<file path="src/rtl/core/ttch_pkg.sv">
// Shared constants and types for the tag table command handler.
// No dependencies; used by tag_table_command_handler.
package ttch_pkg;

  // Table capacity and derived widths
  localparam int MAX_TAGS = 32;
  localparam int CNT_W    = 6;
  localparam int IDX_W    = (MAX_TAGS > 1) ? $clog2(MAX_TAGS) : 1;
  localparam int KEY_W    = 32;
  localparam int ADDR_W   = 8;
  localparam int ENTRY_W  = KEY_W + ADDR_W;

  // Status codes
  localparam logic [3:0] ST_OK      = 4'd0;
  localparam logic [3:0] ST_SHORT   = 4'd1;
  localparam logic [3:0] ST_STATION = 4'd2;
  localparam logic [3:0] ST_NODE    = 4'd3;
  localparam logic [3:0] ST_OPCODE  = 4'd4;
  localparam logic [3:0] ST_OPERAND = 4'd5;
  localparam logic [3:0] ST_KEY     = 4'd6;
  localparam logic [3:0] ST_FULL    = 4'd7;
  localparam logic [3:0] ST_ACTION  = 4'd8;

  // Opcodes
  localparam logic [7:0] OP_HELLO  = 8'd0;
  localparam logic [7:0] OP_UPDATE = 8'd2;
  localparam logic [7:0] OP_LIST   = 8'd3;

  // Update actions
  localparam logic [7:0] ACT_DELETE = 8'd0;
  localparam logic [7:0] ACT_ADD    = 8'd1;
  localparam logic [7:0] ACT_CLEAR  = 8'd2;

  // Request length limits: header, header plus delete operand, plus add operand
  localparam logic [7:0] LEN_HDR = 8'd6;
  localparam logic [7:0] LEN_DEL = 8'd11;
  localparam logic [7:0] LEN_ADD = 8'd12;

  // Configuration register indexes and reset values
  localparam logic REG_STATION = 1'b0;
  localparam logic REG_NODE    = 1'b1;
  localparam logic [31:0] STATION_RST = 32'h0001_0203;
  localparam logic [7:0]  NODE_RST    = 8'h00;

  // One stored table entry
  typedef struct packed {
    logic [KEY_W-1:0]  key;
    logic [ADDR_W-1:0] addr;
  } entry_t;

endpackage

</file>
<file path="src/rtl/core/ttch_ram.sv">
// Generic single-port-write, single-port-read RAM with registered read data.
// No dependencies.
module ttch_ram #(
  parameter int WIDTH = 8,
  parameter int DEPTH = 32
) (
  input  logic                                        clk,
  input  logic                                        we,
  input  logic [((DEPTH > 1) ? $clog2(DEPTH) : 1)-1:0] waddr,
  input  logic [WIDTH-1:0]                            wdata,
  input  logic [((DEPTH > 1) ? $clog2(DEPTH) : 1)-1:0] raddr,
  output logic [WIDTH-1:0]                            rdata
);

  logic [WIDTH-1:0] mem [DEPTH];

  // Write and registered read
  always_ff @(posedge clk) begin
    if (we) begin
      mem[waddr] <= wdata;
    end
    rdata <= mem[raddr];
  end

endmodule

</file>
<file path="src/rtl/core/tag_table_command_handler.sv">
// Top level of the tag table command handler: checks, sequencer, output register.
// Depends on ttch_pkg and ttch_ram.
//
// Usage:
//   Requests arrive on the s_ channel, one item per decoded request; results
//   leave on the m_ channel. Every request gives one result item with tlast
//   set, except a valid list, which gives a header item and then one item per
//   stored entry (tuser high), the final one with tlast set.
//   Registers station_id (byte address 0) and node_id (byte address 4) must be
//   written over the APB port while the block is idle (not enforced by the block).
// Flow:
//   One item at a time. A request is taken only in the idle state; the checks
//   are made in the check state, and a simple answer is then loaded into the
//   output register. The table sits in a single RAM with one read port, so each
//   search step is a read then a compare, each compaction move a read then a
//   write, and each listed entry a read then an output item.
// Reset: clears the entry count, the sequencer and the output valid, and
//   restores the register reset values. Table contents are not cleared.
// Stall: a result waits in the output register; the sequencer holds until
//   the register frees, and no new request is taken until the last result
//   of the current one has been loaded.
module tag_table_command_handler (
  input  logic         clk,
  input  logic         rst,
  // fields from bit 0: req_len[7:0], station_in[39:8], node_in[47:40],
  // req_type[55:48], action[63:56], tag_key[95:64], tag_addr[103:96]
  input  logic         s_tvalid,
  output logic         s_tready,
  input  logic [103:0] s_tdata,
  // fields from bit 0: status[3:0], addr_out[11:4], zero fill[15:12]
  output logic         m_tvalid,
  input  logic         m_tready,
  output logic [15:0]  m_tdata,
  // fields from bit 0: is_entry[0]
  output logic [0:0]   m_tuser,
  output logic         m_tlast,
  // configuration port
  input  logic         psel,
  input  logic         penable,
  input  logic         pwrite,
  input  logic [2:0]   paddr,
  input  logic [31:0]  pwdata,
  output logic [31:0]  prdata,
  output logic         pready
);

  localparam int CNT_W = ttch_pkg::CNT_W;
  localparam int IDX_W = ttch_pkg::IDX_W;

  // Sequencer states
  localparam logic [3:0] S_IDLE  = 4'd0;
  localparam logic [3:0] S_CHECK = 4'd1;
  localparam logic [3:0] S_SRD   = 4'd2;
  localparam logic [3:0] S_SCMP  = 4'd3;
  localparam logic [3:0] S_DRD   = 4'd4;
  localparam logic [3:0] S_DWR   = 4'd5;
  localparam logic [3:0] S_EMIT  = 4'd6;
  localparam logic [3:0] S_LHDR  = 4'd7;
  localparam logic [3:0] S_LRD   = 4'd8;
  localparam logic [3:0] S_LOUT  = 4'd9;

  logic [3:0]  state, state_next;
  logic [31:0] station_id;
  logic [7:0]  node_id;
  logic [CNT_W-1:0] entry_count, entry_count_next;
  logic [CNT_W-1:0] idx, idx_next;
  logic [CNT_W-1:0] idx_inc;
  logic [3:0]  res_status, res_status_next;

  // Latched request fields
  logic [7:0]  req_len, node_in, req_type, action, tag_addr;
  logic [31:0] station_in, tag_key;

  // RAM ports
  logic                  ram_we;
  logic [IDX_W-1:0]      ram_waddr, ram_raddr;
  ttch_pkg::entry_t      ram_wdata, ram_rdata;

  // Output register load
  logic        out_free, out_load;
  logic [3:0]  out_status;
  logic        out_entry, out_last;
  logic [7:0]  out_addr;

  logic cfg_wr;

  // Configuration registers
  assign pready = 1'b1;
  assign cfg_wr = psel & penable & pwrite;

  always_ff @(posedge clk) begin
    if (rst) begin
      station_id <= ttch_pkg::STATION_RST;
      node_id    <= ttch_pkg::NODE_RST;
    end else if (cfg_wr) begin
      if (paddr[2] == ttch_pkg::REG_STATION) begin
        station_id <= pwdata;
      end else begin
        node_id <= pwdata[7:0];
      end
    end
  end

  always_comb begin
    if (paddr[2] == ttch_pkg::REG_STATION) begin
      prdata = station_id;
    end else begin
      prdata = {24'd0, node_id};
    end
  end

  // Latch an accepted request
  assign s_tready = (state == S_IDLE);

  always_ff @(posedge clk) begin
    if (s_tvalid && s_tready) begin
      req_len    <= s_tdata[7:0];
      station_in <= s_tdata[39:8];
      node_in    <= s_tdata[47:40];
      req_type   <= s_tdata[55:48];
      action     <= s_tdata[63:56];
      tag_key    <= s_tdata[95:64];
      tag_addr   <= s_tdata[103:96];
    end
  end

  // Table storage
  ttch_ram #(
    .WIDTH(ttch_pkg::ENTRY_W),
    .DEPTH(ttch_pkg::MAX_TAGS)
  ) u_table (
    .clk  (clk),
    .we   (ram_we),
    .waddr(ram_waddr),
    .wdata(ram_wdata),
    .raddr(ram_raddr),
    .rdata(ram_rdata)
  );

  assign idx_inc   = idx + CNT_W'(1);
  assign out_free  = !m_tvalid || m_tready;
  assign ram_raddr = (state == S_DRD) ? idx_inc[IDX_W-1:0] : idx[IDX_W-1:0];

  // Sequencer
  always_comb begin
    state_next       = state;
    entry_count_next = entry_count;
    idx_next         = idx;
    res_status_next  = res_status;
    ram_we           = 1'b0;
    ram_waddr        = idx[IDX_W-1:0];
    ram_wdata        = ram_rdata;
    out_load         = 1'b0;
    out_status       = res_status;
    out_entry        = 1'b0;
    out_addr         = 8'd0;
    out_last         = 1'b1;
    case (state)
      S_IDLE: begin
        if (s_tvalid) begin
          state_next = S_CHECK;
        end
      end
      S_CHECK: begin
        state_next = S_EMIT;
        idx_next   = '0;
        if (req_len < ttch_pkg::LEN_HDR) begin
          res_status_next = ttch_pkg::ST_SHORT;
        end else if (station_in != station_id) begin
          res_status_next = ttch_pkg::ST_STATION;
        end else if (node_in != node_id) begin
          res_status_next = ttch_pkg::ST_NODE;
        end else if (req_type == ttch_pkg::OP_HELLO) begin
          res_status_next = ttch_pkg::ST_OK;
        end else if (req_type == ttch_pkg::OP_UPDATE) begin
          if (req_len < ttch_pkg::LEN_DEL) begin
            res_status_next = ttch_pkg::ST_OPERAND;
          end else if (action == ttch_pkg::ACT_CLEAR) begin
            entry_count_next = '0;
            res_status_next  = ttch_pkg::ST_OK;
          end else if (action == ttch_pkg::ACT_ADD && req_len < ttch_pkg::LEN_ADD) begin
            res_status_next = ttch_pkg::ST_OPERAND;
          end else if (!(action inside {ttch_pkg::ACT_ADD, ttch_pkg::ACT_DELETE})) begin
            res_status_next = ttch_pkg::ST_ACTION;
          end else begin
            state_next = S_SRD;
          end
        end else if (req_type == ttch_pkg::OP_LIST) begin
          state_next = S_LHDR;
        end else begin
          res_status_next = ttch_pkg::ST_OPCODE;
        end
      end
      // Search: read one entry, then compare it
      S_SRD: begin
        if (idx == entry_count) begin
          state_next = S_EMIT;
          if (action == ttch_pkg::ACT_DELETE) begin
            res_status_next = ttch_pkg::ST_KEY;
          end else if (entry_count >= CNT_W'(ttch_pkg::MAX_TAGS)) begin
            res_status_next = ttch_pkg::ST_FULL;
          end else begin
            ram_we           = 1'b1;
            ram_waddr        = entry_count[IDX_W-1:0];
            ram_wdata.key    = tag_key;
            ram_wdata.addr   = tag_addr;
            entry_count_next = entry_count + CNT_W'(1);
            res_status_next  = ttch_pkg::ST_OK;
          end
        end else begin
          state_next = S_SCMP;
        end
      end
      S_SCMP: begin
        if (ram_rdata.key == tag_key) begin
          if (action == ttch_pkg::ACT_ADD) begin
            res_status_next = ttch_pkg::ST_KEY;
            state_next      = S_EMIT;
          end else begin
            state_next = S_DRD;
          end
        end else begin
          idx_next   = idx_inc;
          state_next = S_SRD;
        end
      end
      // Compaction: move each later entry forward by one
      S_DRD: begin
        if (idx_inc == entry_count) begin
          entry_count_next = entry_count - CNT_W'(1);
          res_status_next  = ttch_pkg::ST_OK;
          state_next       = S_EMIT;
        end else begin
          state_next = S_DWR;
        end
      end
      S_DWR: begin
        ram_we     = 1'b1;
        ram_waddr  = idx[IDX_W-1:0];
        ram_wdata  = ram_rdata;
        idx_next   = idx_inc;
        state_next = S_DRD;
      end
      S_EMIT: begin
        if (out_free) begin
          out_load   = 1'b1;
          state_next = S_IDLE;
        end
      end
      // List: header item, then one item per entry
      S_LHDR: begin
        if (out_free) begin
          out_load   = 1'b1;
          out_status = ttch_pkg::ST_OK;
          out_last   = (entry_count == '0);
          state_next = (entry_count == '0) ? S_IDLE : S_LRD;
        end
      end
      S_LRD: begin
        state_next = S_LOUT;
      end
      S_LOUT: begin
        if (out_free) begin
          out_load   = 1'b1;
          out_status = ttch_pkg::ST_OK;
          out_entry  = 1'b1;
          out_addr   = ram_rdata.addr;
          out_last   = (idx_inc == entry_count);
          idx_next   = idx_inc;
          state_next = (idx_inc == entry_count) ? S_IDLE : S_LRD;
        end
      end
      default: begin
        state_next = S_IDLE;
      end
    endcase
  end

  always_ff @(posedge clk) begin
    if (rst) begin
      state       <= S_IDLE;
      entry_count <= '0;
    end else begin
      state       <= state_next;
      entry_count <= entry_count_next;
    end
  end

  always_ff @(posedge clk) begin
    idx        <= idx_next;
    res_status <= res_status_next;
  end

  // Output register: hold until taken
  always_ff @(posedge clk) begin
    if (rst) begin
      m_tvalid <= 1'b0;
    end else if (out_load) begin
      m_tvalid <= 1'b1;
    end else if (m_tready) begin
      m_tvalid <= 1'b0;
    end
  end

  always_ff @(posedge clk) begin
    if (out_load) begin
      m_tdata    <= {4'd0, out_addr, out_status};
      m_tuser[0] <= out_entry;
      m_tlast    <= out_last;
    end
  end

`ifndef SYNTHESIS
  // Entry count stays within capacity
  a_count_range: assert property (@(posedge clk) disable iff (rst)
    entry_count <= CNT_W'(ttch_pkg::MAX_TAGS))
    else $error("entry count above capacity");

  // Listed entries always carry ok status
  a_entry_ok: assert property (@(posedge clk) disable iff (rst)
    m_tvalid && m_tuser[0] |-> m_tdata[3:0] == ttch_pkg::ST_OK)
    else $error("listed entry with error status");

  // An error result closes its request
  a_error_last: assert property (@(posedge clk) disable iff (rst)
    m_tvalid && m_tdata[3:0] != ttch_pkg::ST_OK |-> m_tlast && !m_tuser[0])
    else $error("error result not final");

  // One request at a time
  a_one_item: assert property (@(posedge clk) disable iff (rst)
    s_tvalid && s_tready |=> !s_tready)
    else $error("request taken while busy");
`endif

endmodule

</file>
<file path="config.mk">
export PLATFORM = sky130hd
export DESIGN_NAME = tag_table_command_handler
export DESIGN_NICKNAME = d
export VERILOG_FILES = /design/src/rtl/core/ttch_pkg.sv /design/src/rtl/core/ttch_ram.sv /design/src/rtl/core/tag_table_command_handler.sv
export SDC_FILE = /design/constraint.sdc
export NUM_CORES = 2
export LEC_CHECK = 0
export ABC_AREA = 1
export BUFFER_PORTS_ARGS = -buffer_cell sky130_fd_sc_hd__buf_2
export CAP_MARGIN = 20
export CORE_MARGIN = 2
export CORE_UTILIZATION = 40
export DETAILED_ROUTE_END_ITERATION = 10
export GPL_ROUTABILITY_DRIVEN = 0
export PLACE_DENSITY = 0.57
export SETUP_SLACK_MARGIN = 0.1
export SYNTH_ARGS = -nofsm -noshare
export SYNTH_HDL_FRONTEND = slang
export SYNTH_SLANG_ARGS = --single-unit
</file>
<file path="constraint.sdc">
create_clock -name clk -period 9.3 [get_ports clk]
set_input_delay 2.325 -clock clk [delete_from_list [all_inputs] [get_ports clk]]
set_output_delay 2.325 -clock clk [all_outputs]
set_load 0.02 [all_outputs]
</file>
==> metrics.txt <==
status=complete, no violations; Post-Syn Instances=4975; Req. time, crit path=6.98 ns; post-synthesis sequential area ratio=72.6%; Total Routing Usage GR=20.7%; RSZ-0062 raised after global routing=false; P_leak=24.3 nW; most used cell, CP=buf_2; fin crit share=62.8%; post-CTS setup buffer count=0; Worst setup SP type=primary input; vias per inst=5.33; Critical Path Fanout Max=30; Crit. End Element=output port; clock latency on the worst-skew pair=0.81 ns; Buffers on Ports=191; global-route wire length before repair=240 mm; dominant cells by area after synthesis=edfxtp_1 (70%), o21ai_0 (4.9%), o211ai_1 (3.5%), inv_1 (3.0%), dfxtp_1 (3.0%); #FFs+latches synth=1499; CP Buf/Inv Count=3; FF-to-FF Start=state[0]; post-synth top area share=69.6%; die height=394 um; post-layout min period=5.84 ns; Pwr Total=23.1 mW; post-synth top area cell=edfxtp_1; Iteration-0 DRC Markers=4529; MaxCap Viol Count=0; Inserted Clock Buffers=158; total gr overflow=0; placed instance area=63700 um^2; Post-CTS Hold Buffers=0; Area Growth Syn to Fin=13.5%; Tightest Hold Check Type=reg2reg; # IOs=199; number of H-tree levels=4; Max IR drop VDD=302 uV; Slew @ Worst Pin=1.16 ns; WL/cell=22.6 um; vias in the first global route=35700; CP Data Arrival Time=3.52 ns; largest net degree at the start of global routing=228; final setup violation count=0; Critical Path Slowest Stage Cell=buf_2; Fmax=171 MHz; Fillers=13700; largest stage delay on the critical path=0.40 ns; Die W=394 um; worst setup path startpoint=paddr[2]; initial antenna violation count=5; final setup skew=0.0453 ns; final hold vios=0; critical-path cell list=buf_2, inv_1, o21ai_0, buf_2; relative slew slack=22.8%; Detailed Place HPWL=79.9 mm; CTS Root Cell=clkbuf_16; critical path type=in2out; Starting Density=40.1%; vias=38800; maximum clock insertion buffer count=3; Synth warnings=0; Clock Sinks=1499; Post-Syn Area per Cell=12.2 um^2; Worst-path clk slew=0.06 ns; Detail Route Antenna Nets=0; # DRC=0; Post-Layout Inst Area=68900 um^2; Yosys cell types=40; hold path start=node_id[0]; P per Cell Area=335 nW/um^2; share of layout cells above drive strength 1=10.7%; Post-CTS Resized=0; # rows=143; Post-Route WL=165 mm; Pins Over Slew Limit=0; critical path's top delay family=buffers and inverters; Post-Syn Area=60800 um^2; Pre-antenna DRT Iters=6; CTS tree=yes; total core area=151000 um^2; Fin Setup TNS=0 ns; total die area=155000 um^2; Final #Nets=5260; Min Hold Slack=0.498 ns
## cell usage after synthesis, drive strengths merged
cell type,n
nand2,473
or2,3
ha,5
clkbuf,112
o221ai,1
buf,192
nand3b,2
edfxtp,1408
o21ai,763
inv,495
a22oi,1
xor2,14
clkinv,1
nor3,17
xnor2,42
dfxtp,91
a21oi,359
conb,2
a211oi,1
a21boi,1
nor4,1
o22ai,4
o31ai,1
nor2,447
nand3,245
o21bai,1
nand4,11
fa,1
o211ai,281
## routing by layer
metal	vias up	GRT usage (%)	routed length, um
li1	18100	-	-
met3	244	3.03	11300
met4	0	5.41	3540
met2	1331	32.9	76700
met5	-	0	0
met1	19100	29.9	73000
## final timing paths
kind | to | slack (ns) | cells past startpoint
worst max-delay path | prdata[6] | 3.46 | 4
worst min-delay path | node_id[0] | 0.50 | 2
worst max register to register | u_table.rdata[4] | 4.25 | 15
worst min register to register | node_id[0] | 0.50 | 2
## registers in the layout (all words and copies together), names as in the netlist, 6 cells and up
signal	cells
action	8
entry_count	6
idx	6
m_tdata	12
node_id	8
node_in	8
req_len	8
req_type	8
station_id	32
station_in	32
tag_addr	8
tag_key	32
u_table.mem	1280
u_table.rdata	40
## metrics by stage
stage | setup slack (ns) | instances | util (%)
after floorplan | 2.38 | 4978 | -
after global placement | 3.51 | 6964 | 42.1
after detailed placement | 3.49 | 6964 | 42.1
after CTS | 3.48 | 7256 | 45.4
after global routing | 3.37 | 7271 | 45.5
final | 3.46 | 7271 | 45.5
## cells in the final DEF (no fill, tap or decap), types with 4 or more instances in the layout
master | synthesis | final
a21oi_1 | 359 | 359
buf_12 | 0 | 6
buf_2 | 156 | 191
buf_4 | 20 | 63
buf_8 | 0 | 12
bufinv_16 | 0 | 6
clkbuf_1 | 112 | 46
clkbuf_16 | 0 | 158
clkbuf_8 | 0 | 9
clkinv_1 | 1 | 34
clkinv_2 | 0 | 20
clkinv_8 | 0 | 7
conb_1 | 2 | 5
dfxtp_1 | 91 | 91
edfxtp_1 | 1408 | 1408
ha_1 | 5 | 5
inv_1 | 488 | 487
inv_2 | 7 | 6
inv_6 | 0 | 6
nand2_1 | 466 | 465
nand2_2 | 5 | 5
nand3_1 | 243 | 243
nand4_1 | 11 | 11
nor2_1 | 444 | 411
nor2_4 | 1 | 33
nor3_1 | 17 | 16
o211ai_1 | 281 | 281
o21ai_0 | 590 | 569
o21ai_1 | 172 | 177
o21ai_2 | 1 | 14
o22ai_1 | 4 | 4
xnor2_1 | 42 | 42
xor2_1 | 14 | 14
## cell families (layout without fill, tap and decap cells)
| kind of cell | count (synthesis) | in the layout | synth area share (%) |
|---|---|---|---|
| flip-flops | 1499 | 1499 | 72.6 |
| adder cells (fa/ha/maj) | 6 | 6 | 0.136 |
| AND/OR/NAND/NOR | 1199 | 1199 | 8.10 |
| other | 2 | 6 | 0.0124 |
| XOR/XNOR | 56 | 56 | 0.807 |
| AO/OA/AOI/OAI | 1413 | 1413 | 12.8 |
| buffers and inverters | 800 | 1062 | 5.51 |
## report_power, final
part | internal (mW) | total (mW) | switching (mW)
Sequential | 8.66 | 8.86 | 0.204
Combinational | 2.25 | 8.19 | 5.94
Clock | 3.40 | 6.04 | 2.64
## final cells by class
type	instances	area (um^2)	area share, %
repair buffers	274	1780	2.59
inverters	496	1880	2.73
diodes	1	2.50	0.00363
multi-input cells	2679	13700	19.8
clock buffers	213	4250	6.16
well taps	2030	2540	3.68
flip-flops and latches	1499	44100	64.0
clock inverters	79	706	1.02
## worst register-to-register path, cell delays in order (launching register included)
cell	delay (ns)
dfxtp_1	0.37
inv_1	0.11
nand2_2	0.10
nor2_2	0.69
nand2_1	0.30
nand2_8	0.67
buf_12	0.81
buf_4	1.10
o21ai_0	0.20
inv_1	0.09
o21ai_0	0.08
nand3_1	0.11
nand3_1	0.08
nand2_1	0.14
nand2_1	0.06
nand2_1	0.12
(Power assumes the default switching activity.)
